### src/sv/battery_level_hysteresis_defines.svh
// Assertion macros for the battery level hysteresis block.
// No dependencies; included by the top level.
`ifndef BATTERY_LEVEL_HYSTERESIS_DEFINES_SVH
`define BATTERY_LEVEL_HYSTERESIS_DEFINES_SVH
`ifndef NO_ASSERTIONS
`define BLH_ASSERT(lbl, clk, rst, ante, cons) \
  lbl: assert property (@(posedge clk) disable iff (rst) (ante) |-> (cons)) \
    else $error("assertion failed");
`define BLH_ASSERT_NEXT(lbl, clk, rst, ante, cons) \
  lbl: assert property (@(posedge clk) disable iff (rst) (ante) |=> (cons)) \
    else $error("assertion failed");
`else
`define BLH_ASSERT(lbl, clk, rst, ante, cons)
`define BLH_ASSERT_NEXT(lbl, clk, rst, ante, cons)
`endif
`endif

### src/sv/blh_pkg.sv
// Types, constants and helpers for the battery level hysteresis block.
// No dependencies.
package blh_pkg;

  localparam int unsigned VOLT_W = 10;
  localparam int unsigned CNT_W  = 16;
  localparam int unsigned LVL_W  = 3;
  localparam int unsigned IDX_W  = 3;

  localparam logic [LVL_W-1:0] LVL_MAX = 3'd5;

  localparam logic [CNT_W-1:0] RISE_HOLD    = 16'd3000;
  localparam logic [CNT_W-1:0] FALL_HOLD    = 16'd3000;
  localparam logic [CNT_W-1:0] FALL_HOLD_L1 = 16'd10000;
  localparam logic [CNT_W-1:0] FALL_HOLD_L5 = 16'd7000;

  localparam logic [VOLT_W-1:0] RST_T20  = 10'd360;
  localparam logic [VOLT_W-1:0] RST_T40  = 10'd370;
  localparam logic [VOLT_W-1:0] RST_T60  = 10'd380;
  localparam logic [VOLT_W-1:0] RST_T80  = 10'd400;
  localparam logic [VOLT_W-1:0] RST_T100 = 10'd410;
  localparam logic [VOLT_W-1:0] RST_STEP = 10'd10;

  typedef enum logic {
    CMD_TICK = 1'b0,
    CMD_SEED = 1'b1
  } cmd_t;

  typedef enum logic [IDX_W-1:0] {
    REG_T20  = 3'd0,
    REG_T40  = 3'd1,
    REG_T60  = 3'd2,
    REG_T80  = 3'd3,
    REG_T100 = 3'd4,
    REG_STEP = 3'd5
  } reg_idx_t;

  // saturating hold counter increment
  function automatic logic [CNT_W-1:0] sat_add(input logic [CNT_W-1:0] c,
                                               input logic [VOLT_W-1:0] s);
    logic [CNT_W:0] sum;
    sum = {1'b0, c} + {{(CNT_W+1-VOLT_W){1'b0}}, s};
    return sum[CNT_W] ? {CNT_W{1'b1}} : sum[CNT_W-1:0];
  endfunction

endpackage

### src/sv/battery_level_hysteresis.sv
// Battery level hysteresis: six-step level from voltage samples.
// Uses blh_pkg and battery_level_hysteresis_defines.svh.
//
// Usage:
//   Input channel (in_valid/in_ready) carries one word per sample: command,
//   battery_voltage, charging. Command tick updates the level with hold
//   counters; command seed sets the level straight from the thresholds.
//   Output channel (out_valid/out_ready) returns one word per input: level.
//   Config channel (cfg_valid/cfg_ready, cfg_index, cfg_data) writes the
//   five thresholds and the tick step; cfg_ready is always high and writes
//   to indexes above 5 are dropped. Write config only while idle.
//   Path: the input register, then the update into the result register.
//   Throughput: one word per cycle while the output is not stalled, set by
//   the level/counter update loop.
//   Reset: level and counters clear, thresholds return to defaults, both
//   channels empty.
//   Output stall: the result register holds; one more input word is taken
//   into the input register, then in_ready drops until out_ready returns.
`include "battery_level_hysteresis_defines.svh"

module battery_level_hysteresis
  import blh_pkg::*;
(
  input  logic              clk,
  input  logic              rst,
  input  logic              in_valid,
  output logic              in_ready,
  input  logic              command,
  input  logic [VOLT_W-1:0] battery_voltage,
  input  logic              charging,
  output logic              out_valid,
  input  logic              out_ready,
  output logic [LVL_W-1:0]  level,
  input  logic              cfg_valid,
  output logic              cfg_ready,
  input  logic [IDX_W-1:0]  cfg_index,
  input  logic [VOLT_W-1:0] cfg_data
);

  logic [VOLT_W-1:0] thresh_20, thresh_40, thresh_60, thresh_80, thresh_100;
  logic [VOLT_W-1:0] tick_step;

  logic              s1_valid;
  cmd_t              s1_command;
  logic [VOLT_W-1:0] s1_voltage;
  logic              s1_charging;

  logic [LVL_W-1:0]  cur_level, cur_level_next;
  logic [CNT_W-1:0]  high_hold, high_hold_next;
  logic [CNT_W-1:0]  low_hold, low_hold_next;

  logic              advance;
  logic [CNT_W-1:0]  hh_inc, lh_inc;
  logic [VOLT_W-1:0] thr_up, thr_cur;
  logic [LVL_W-1:0]  seed_level;
  logic [CNT_W-1:0]  fall_hold;

  function automatic logic [VOLT_W-1:0] thr(input logic [LVL_W-1:0] n,
                                            input logic [VOLT_W-1:0] t1,
                                            input logic [VOLT_W-1:0] t2,
                                            input logic [VOLT_W-1:0] t3,
                                            input logic [VOLT_W-1:0] t4,
                                            input logic [VOLT_W-1:0] t5);
    logic [VOLT_W-1:0] r;
    case (n)
      3'd1:    r = t1;
      3'd2:    r = t2;
      3'd3:    r = t3;
      3'd4:    r = t4;
      default: r = t5;
    endcase
    return r;
  endfunction

  assign cfg_ready = 1'b1;
  assign advance   = s1_valid && (!out_valid || out_ready);
  assign in_ready  = !s1_valid || advance;

  always_ff @(posedge clk) begin
    if (rst) begin
      thresh_20  <= RST_T20;
      thresh_40  <= RST_T40;
      thresh_60  <= RST_T60;
      thresh_80  <= RST_T80;
      thresh_100 <= RST_T100;
      tick_step  <= RST_STEP;
    end else if (cfg_valid) begin
      case (cfg_index)
        REG_T20:  thresh_20  <= cfg_data;
        REG_T40:  thresh_40  <= cfg_data;
        REG_T60:  thresh_60  <= cfg_data;
        REG_T80:  thresh_80  <= cfg_data;
        REG_T100: thresh_100 <= cfg_data;
        REG_STEP: tick_step  <= cfg_data;
        default: ;
      endcase
    end
  end

  // input register
  always_ff @(posedge clk) begin
    if (rst) begin
      s1_valid <= 1'b0;
    end else if (in_ready) begin
      s1_valid <= in_valid;
    end
    if (in_valid && in_ready) begin
      s1_command  <= cmd_t'(command);
      s1_voltage  <= battery_voltage;
      s1_charging <= charging;
    end
  end

  assign hh_inc    = sat_add(high_hold, tick_step);
  assign lh_inc    = sat_add(low_hold, tick_step);
  assign thr_up    = thr(cur_level + 3'd1, thresh_20, thresh_40, thresh_60,
                         thresh_80, thresh_100);
  assign thr_cur   = thr(cur_level, thresh_20, thresh_40, thresh_60,
                         thresh_80, thresh_100);
  assign fall_hold = (cur_level == 3'd1) ? FALL_HOLD_L1 : FALL_HOLD;

  always_comb begin
    if (s1_voltage >= thresh_100)     seed_level = 3'd5;
    else if (s1_voltage >= thresh_80) seed_level = 3'd4;
    else if (s1_voltage >= thresh_60) seed_level = 3'd3;
    else if (s1_voltage >= thresh_40) seed_level = 3'd2;
    else if (s1_voltage >= thresh_20) seed_level = 3'd1;
    else                              seed_level = 3'd0;
  end

  always_comb begin
    cur_level_next = cur_level;
    high_hold_next = high_hold;
    low_hold_next  = low_hold;
    if (s1_command == CMD_SEED) begin
      cur_level_next = seed_level;
    end else begin
      case (cur_level) inside
        3'd0: begin
          high_hold_next = (s1_voltage >= thresh_20) ? hh_inc : '0;
          if (s1_charging && high_hold_next >= RISE_HOLD) begin
            cur_level_next = 3'd1;
            high_hold_next = '0;
            low_hold_next  = '0;
          end
        end
        [3'd1:3'd4]: begin
          if (s1_voltage >= thr_up) begin
            high_hold_next = hh_inc;
            low_hold_next  = '0;
          end else if (s1_voltage < thr_cur) begin
            high_hold_next = '0;
            low_hold_next  = lh_inc;
          end else begin
            high_hold_next = '0;
            if (cur_level != 3'd2) low_hold_next = '0;
          end
          if (s1_charging && high_hold_next >= RISE_HOLD) begin
            cur_level_next = cur_level + 3'd1;
            high_hold_next = '0;
            low_hold_next  = '0;
          end
          if (!s1_charging && low_hold_next >= fall_hold) begin
            cur_level_next = cur_level - 3'd1;
            high_hold_next = '0;
            low_hold_next  = '0;
          end
        end
        LVL_MAX: begin
          low_hold_next = (s1_voltage < thresh_100) ? lh_inc : '0;
          if (low_hold_next >= FALL_HOLD_L5) begin
            cur_level_next = 3'd4;
            low_hold_next  = '0;
          end
        end
        default: ;
      endcase
    end
  end

  // state and result register
  always_ff @(posedge clk) begin
    if (rst) begin
      cur_level <= '0;
      high_hold <= '0;
      low_hold  <= '0;
      out_valid <= 1'b0;
    end else begin
      if (advance) begin
        cur_level <= cur_level_next;
        high_hold <= high_hold_next;
        low_hold  <= low_hold_next;
        out_valid <= 1'b1;
      end else if (out_ready) begin
        out_valid <= 1'b0;
      end
    end
    if (advance) begin
      level <= cur_level_next;
    end
  end

  `BLH_ASSERT(a_level_range, clk, rst, 1'b1, cur_level <= LVL_MAX)
  `BLH_ASSERT_NEXT(a_result_matches_state, clk, rst, advance && !rst, out_valid && level == cur_level)
  `BLH_ASSERT_NEXT(a_seed_keeps_counters, clk, rst, advance && !rst && s1_command == CMD_SEED, $stable(high_hold) && $stable(low_hold))
  `BLH_ASSERT_NEXT(a_tick_one_step, clk, rst, advance && !rst && s1_command == CMD_TICK, (cur_level == $past(cur_level)) || (cur_level == $past(cur_level) + 3'd1) || (cur_level == $past(cur_level) - 3'd1))

endmodule

### config.mk
export PLATFORM = sky130hd
export DESIGN_NAME = battery_level_hysteresis
export DESIGN_NICKNAME = d
export VERILOG_FILES = /design/src/sv/blh_pkg.sv /design/src/sv/battery_level_hysteresis.sv
export VERILOG_INCLUDE_DIRS = /design/src /design/src/sv
export SDC_FILE = /design/constraint.sdc
export NUM_CORES = 1
export LEC_CHECK = 0
export BUFFER_PORTS_ARGS = -buffer_cell sky130_fd_sc_hd__buf_2
export CAP_MARGIN = 10
export CORE_MARGIN = 8
export CORE_UTILIZATION = 50
export CTS_CLUSTER_SIZE = 16
export DETAILED_ROUTE_END_ITERATION = 7
export GPL_ROUTABILITY_DRIVEN = 0
export PLACE_DENSITY = 0.78
export REMOVE_ABC_BUFFERS = 1
export SLEW_MARGIN = 5
export SYNTH_ARGS = -nofsm -noshare
export SYNTH_HDL_FRONTEND = slang
export SYNTH_SLANG_ARGS = --single-unit
### constraint.sdc
create_clock -name clk -period 11.1 [get_ports clk]
set_clock_uncertainty 0.2 [all_clocks]
set_input_delay 2.22 -clock clk [delete_from_list [all_inputs] [get_ports clk]]
set_output_delay 2.22 -clock clk [all_outputs]
set_load 0.03 [all_outputs]
After elaboration in Yosys (flattened, before gate mapping)
Index checks and enable logic that the tools add are counted.
Storage, ports and cells
  flip-flop bits (word level): 112
  output and inout bits: 6
  input bits: 30
  word-level logic and storage cells: 118
Cells by class
  bitwise operators: 1
  reductions and logical operators: 24
  $add $sub $neg: 4
  mux-type cells: 44
  magnitude comparators: 14
  eq/ne operators: 16
Operator list (number)
  $mux W16: 26
  $pmux W10 S4: 2
  $ge A10 B10 Y1: 6
  $add A16 B10 Y17: 2
  $ge A16 B12 Y1 const B: 2
  $mux W3: 10
  $lt A10 B10 Y1: 2
  $eq A3 B2 Y1 const B: 6
  $ge A16 B13 Y1 const B: 1
  $ge A16 B14 Y1: 1
  $eq A3 B3 Y1 const B: 5
  $mux W14: 1
  $reduce_and A2 Y1: 6
  $eq A3 B1 Y1 const B: 3
  $logic_and A1 B1 Y1: 6
  $logic_not A3 Y1: 2
  $mux W2: 2
  $reduce_and A4 Y1: 1
  $reduce_bool A2 Y1: 2
  $add A3 B1 Y3 const B: 1
  $ge A3 B1 Y1 const B: 1
  $le A3 B3 Y1 const B: 1
  $logic_not A1 Y1: 3
  $mux W1: 3
  7 further kinds: 8

Longest topological paths before layout
  word-level depth: 20
  mapped depth: 28
  gate-level depth less buffers: 24

Worst setup path before layout
Ideal clock, no wire load.
  path kind: register to register
  start: register cur_level[0]
  end: register level[0], data pin
  path buffers: 5
  stages on the path, launching flop included: 28
  arrival time: 5.055 ns
  required time: 10.641 ns
  clock period less this slack: 5.514 ns
  slack: 5.586 ns
  setup time: 0.259 ns
  cells stage by stage: dfxtp_1 > inv_1 > ha_1 > buf_4 > and2b_2 > o21bai_4 > clkbuf_1 > o2111ai_1 > o21ai_0 > ha_1 > nand4_1 > nor4_1 > o21a_1 > a21o_1 > buf_6 > clkbuf_1 > a21oi_1 > a21oi_1 > nor2_1 > ha_1 > a21o_1 > nand2_1 > o31ai_1 > o41a_1 > a21o_1 > buf_6 > o2111a_1 > o31a_1
Between the ends
  longest elaborated chain between the ends: 20
  elaborated cells on any way between the ends: 44
  classes of those cells: add/sub (2); order compare (6); eq/ne (10); mux (22); reduce/logical (4)
Ends and longest elaborated chain
  from (decl): line battery_level_hysteresis.sv:48  | logic [LVL_W-1:0] cur_level, cur_level_next;
  from (signal assigned): line battery_level_hysteresis.sv:190  | cur_level <= cur_level_next;
  $add A3 B1 Y3: line battery_level_hysteresis.sv:116, battery_level_hysteresis.sv:159
  $eq A3 B3 Y1 (tied with other cells): line battery_level_hysteresis.sv:65  | case (n)
  $pmux W10 S4: line battery_level_hysteresis.sv:65
  $ge A10 B10 Y1: line battery_level_hysteresis.sv:148  | if (s1_voltage >= thr_up) begin
  $mux W16: line battery_level_hysteresis.sv:148
  $mux W16 (2 in a row): line battery_level_hysteresis.sv:138  | case (cur_level) inside
  $mux W16: line battery_level_hysteresis.sv:135  | if (s1_command == CMD_SEED) begin
  $ge A16 B12 Y1: line battery_level_hysteresis.sv:158  | if (s1_charging && high_hold_next >= RISE_HOLD) begin
  [... 4 more ...]
  $mux W16: line battery_level_hysteresis.sv:135
  $ge A16 B14 Y1: line battery_level_hysteresis.sv:163  | if (!s1_charging && low_hold_next >= fall_hold) begin
  $logic_and A1 B1 Y1: line battery_level_hysteresis.sv:163
  $mux W3: line battery_level_hysteresis.sv:163
  $mux W3: line battery_level_hysteresis.sv:138
  $mux W3 *: line battery_level_hysteresis.sv:138
  $mux W3 *: line battery_level_hysteresis.sv:135
  via cur_level_next[0]: line battery_level_hysteresis.sv:48
  to (signal assigned): line battery_level_hysteresis.sv:199  | level <= cur_level_next;
  to (decl): line battery_level_hysteresis.sv:33  | output logic [LVL_W-1:0] level,
The timed path passes the listed nets; every way through them passes the cells marked *. The select of a mux whose other input is x is not followed.
A chain may end at the register's enable or synchronous reset.

Worst setup path after layout
  start: register cur_level[1]
  end: register high_hold[11]
Between the ends
  longest elaborated chain between the ends: 19
  elaborated cells on any way between the ends: 40
  classes of those cells: add/sub (1); order compare (6); eq/ne (9); mux (18); reduce/logical (6)
Ends and longest elaborated chain
  $add A3 B1 Y3: line battery_level_hysteresis.sv:116  | assign thr_up = thr(cur_level + 3'd1, thresh_20, thresh_40, thresh_60,
  $eq A3 B3 Y1 (tied with other cells): line battery_level_hysteresis.sv:65
  $pmux W10 S4: line battery_level_hysteresis.sv:65
  $ge A10 B10 Y1: line battery_level_hysteresis.sv:148
  $mux W16: line battery_level_hysteresis.sv:148
  $mux W16 (2 in a row): line battery_level_hysteresis.sv:138
  $mux W16: line battery_level_hysteresis.sv:135
  $ge A16 B12 Y1: line battery_level_hysteresis.sv:158
  $logic_and A1 B1 Y1: line battery_level_hysteresis.sv:158
  $mux W16: line battery_level_hysteresis.sv:158
  $mux W16 (2 in a row): line battery_level_hysteresis.sv:138
  $mux W16: line battery_level_hysteresis.sv:135
  $ge A16 B14 Y1: line battery_level_hysteresis.sv:163
  $logic_and A1 B1 Y1: line battery_level_hysteresis.sv:163
  $mux W16: line battery_level_hysteresis.sv:163
  $mux W16 (2 in a row): line battery_level_hysteresis.sv:138
  to (signal assigned): line battery_level_hysteresis.sv:191  | high_hold <= high_hold_next;
  to (decl): line battery_level_hysteresis.sv:49  | logic [CNT_W-1:0] high_hold, high_hold_next;
Several ways; a longest one is shown, not always the timed one. The select of a mux whose other input is x is not followed.

==> results.sh <==
export IMPL_cts_hold_buf=0
export IMPL_grtUsageTotal_pct=22.47
export IMPL_maxSlewViolCount=0
export IMPL_status="complete, no violations"
export IMPL_die_w_um=148.5
export IMPL_hold_ws_ns=0.2567
export IMPL_dp_cells=1336
export IMPL_final_area_um2=9354
export IMPL_crit_path_end_kind="flop"
export IMPL_design_die_area_um2=22060
export IMPL_syn_area_per_cell_um2=7.860
export IMPL_whs_path_depth=2
export IMPL_port_buffers=34
export IMPL_antenna_found_initial=0
export IMPL_synth_cells=1117
export IMPL_power_uw=953.6
export IMPL_post_drt_via_cell_ratio=6.329
export IMPL_clock_path_buffers=2
export IMPL_ant_nets=0
export IMPL_yosysUniqueCellTypes=87
export IMPL_cts_htree_levels=3
export IMPL_grt_max_degree=80
export IMPL_drive_gt1_share_pct=6.921
export IMPL_gr_total_overflow=0
export IMPL_initialDrtViolationCount=1100
export IMPL_cts_sinks=112
export IMPL_p_seq_share_pct=45.8
export IMPL_post_route_util_pct=54.27
export IMPL_max_freq_ghz=0.1487
export IMPL_crit_arrival_ns=6.79
export IMPL_nFillCells=1583
export IMPL_reg2reg_slack_ns=4.37
export IMPL_drc=0
export IMPL_cts_tree="yes"
export IMPL_place_ws_ns=4.511
export IMPL_vdd_drop_max_mv=0.07593
export IMPL_grt_pass1_vias=7955
export IMPL_ctsResizeCount=0
export IMPL_p_clk_share_pct=32.6
export IMPL_register_area_um2=2392
export IMPL_syn_area_um2=8780
export IMPL_relSlewSlack_pct=33.26
export IMPL_start_kind="flop"
export IMPL_wire_per_inst_um=18.24
export IMPL_vias=8557
export IMPL_cap_violations=0
export IMPL_placementRows=48
export IMPL_dr_pass1_iters=7
export IMPL_yosysSeqAreaShare_pct=27.25
export IMPL_die_y_um=148.5
export IMPL_initial_core_util_pct=50.94
export IMPL_hpwlAfterDp_um=18660
export IMPL_final_setup_tns_ns=0
export IMPL_intPower_uw=649.9
export IMPL_worstSetupPathType="reg2reg"
export IMPL_hold_path_class="reg2reg"
export IMPL_clock_latency_ns=0.37
export IMPL_nets=1256
export IMPL_ff2ff_path_depth=23
export IMPL_hp_start="high_hold[7]"
export IMPL_tightest_slew_ns=0.9935
export IMPL_setup_viol=0
export IMPL_combPwrFrac_pct=21.6
export IMPL_p_leak_nw=3.843
export IMPL_fin_cells=1352
export IMPL_p_per_area_nw_per_um2=101.9
export IMPL_power_switching_uw=303.8
export IMPL_synth_warnings=0
export IMPL_core_area_um2=17240
export IMPL_fin_ws_ns=4.375
export IMPL_rsz0062_at_grt="false"
export IMPL_critPathMaxFanout=21
export IMPL_postCtsSetupRepairBufs=0
export IMPL_p_sw_share_pct=31.85
export IMPL_setup_worst_path_start="cur_level[1]"
export IMPL_synthFlopType="dfxtp_1"
export IMPL_area_growth_pct=6.541
export IMPL_crit_required_ns=11.16
export IMPL_clk_pin_slew_ns=0.08
export IMPL_routed_wl_um=24660
export IMPL_placed_area_um2=9079
export IMPL_fin_crit_ns=6.725
export IMPL_async_flop_share_pct=0
export IMPL_synth_seq_cells=112
export IMPL_period_share_pct=60.59
export IMPL_multiInputGateArea_um2=5931
export IMPL_worstReg2RegEnd="high_hold[11]"
export IMPL_timing_rr_start="cur_level[1]"
export IMPL_synth_edf_count=15
export IMPL_ctsRootBufferMaster="clkbuf_16"
export IMPL_antennaDiodeCount=0
export IMPL_finalHoldViolCount=0
export IMPL_grt_pass1_wl_um=40320
export IMPL_io_pins=36
export IMPL_numCtsBuffers=9
export IMPL_worst_hold_path_endpoint="high_hold[7]"
## sequential cells by signal, indices dropped and copies added (netlist names)
name	flops
s1_command	1
s1_valid	1
thresh_80	10
s1_charging	1
thresh_20	10
thresh_100	10
out_valid	1
thresh_60	10
low_hold	16
high_hold	16
level	3
s1_voltage	10
thresh_40	10
tick_step	10
cur_level	3
## power groups by stage
stage	Clock, mW	Sequential, mW	Combinational [mW]
floorplan	0	0.442	0.139
global placement	0	0.446	0.196
detailed placement	0	0.446	0.201
CTS	0.314	0.436	0.202
global route	0.330	0.438	0.229
finish	0.311	0.437	0.206
## worst max-delay path, cell delays in order (launching register included)
cell       delay, ns
dfxtp_1         0.39
inv_1           0.14
ha_1            0.60
nor2b_1         0.63
a22oi_1         0.16
o2111ai_1       0.14
o21ai_0         0.12
ha_1            0.33
nand4_1         0.13
nor4_1          0.36
o21a_1          0.23
a21o_1          0.56
o21ai_0         0.15
a21oi_1         0.18
nor2_1          0.08
ha_1            0.32
nand4_1         0.12
nor2_1          0.12
o31ai_1         0.09
nor4_2          0.35
a2111oi_0       0.20
a31oi_1         0.72
a21oi_1         0.08
a21o_1          0.19
## Yosys cell counts (all sizes together), types with 4 or more instances
library cell	count	area (µm²)
nand2	160	600.6
a21oi	109	556.8
ha	102	1276
dfxtp	97	1942
nor2	84	315.3
inv	69	259.0
o21ai	65	329.1
clkbuf	38	142.6
a21o	35	262.8
nand3	32	160.2
nor3	19	100.1
a211o	18	157.7
a22oi	16	120.1
nand3b	16	120.1
edfxtp	15	450.4
nand2b	13	81.33
a31oi	12	75.07
o21a	12	90.09
a211oi	11	95.09
nor2b	11	68.82
o2111ai	11	96.34
a222oi	10	100.1
nand4	10	62.56
nor4	10	90.08
xnor2	10	87.58
and3	9	56.30
o211ai	9	67.56
o21bai	9	82.58
and2	8	50.05
buf	8	55.05
a2111oi	7	87.58
a22o	7	61.31
mux2i	7	70.07
o31ai	7	52.55
o22ai	6	43.79
and4	4	35.03
or2	4	25.02
## worst max-delay path by stage
stage | end | slack (ns)
6_report | high_hold[11] | 4.37
3_3_place_gp | high_hold[11] | 4.70
4_1_cts | high_hold[1] | 4.47
5_1_grt | high_hold[11] | 3.79
2_1_floorplan | level[0] | 5.37
3_5_place_dp | high_hold[11] | 4.51
## layout make-up
class / count / share of cell area, %
Multi-Input combinational cell: 890 / 63.40
Sequential cell: 112 / 25.58
Tap cell: 225 / 3.010
Inverter: 69 / 2.769
Clock buffer: 10 / 2.448
Timing Repair Buffer: 40 / 2.301
Clock inverter: 6 / 0.4949
## layout by cell type, fill, tap and decap left out, types with 10 or more instances in the layout
cell / n
nand2_1: 160
a21oi_1: 106
ha_1: 102
dfxtp_1: 97
nor2_1: 84
inv_1: 69
o21ai_0: 48
a21o_1: 35
buf_2: 34
nand3_1: 32
a211o_1: 18
nor3_1: 18
nand3b_1: 16
o21ai_1: 16
a22oi_1: 16
edfxtp_1: 15
nand2b_1: 13
a31oi_1: 12
o21a_1: 12
nor2b_1: 11
o2111ai_1: 11
xnor2_1: 10
nand4_1: 10
a211oi_1: 10
a222oi_1: 10
## kinds of logic (layout without fill, tap and decap cells)
kind of cell / Yosys count / after routing / share of synthesized area (%)
AO/OA/AOI/OAI: 376 / 376 / 29.41
other: 1 / 1 / 0.04271
adder cells (fa/ha/maj): 104 / 104 / 14.99
flip-flops: 112 / 112 / 27.25
XOR/XNOR: 13 / 13 / 1.297
buffers and inverters: 115 / 125 / 5.202
AND/OR/NAND/NOR: 387 / 387 / 20.75
multiplexers: 9 / 9 / 1.055
## routing by layer
layer | global-route usage (%) | part of all wire (%) | up-vias | wire [µm]
met5 | 0 | 0 | - | 0
met4 | 10.56 | 3.6 | 0 | 885
met3 | 4.284 | 7.9 | 76 | 1959
met2 | 35.25 | 45 | 423 | 11090
met1 | 29.16 | 43 | 3928 | 10720
li1 | - | - | 4130 | -
Power figures use the tool's default switching activity.
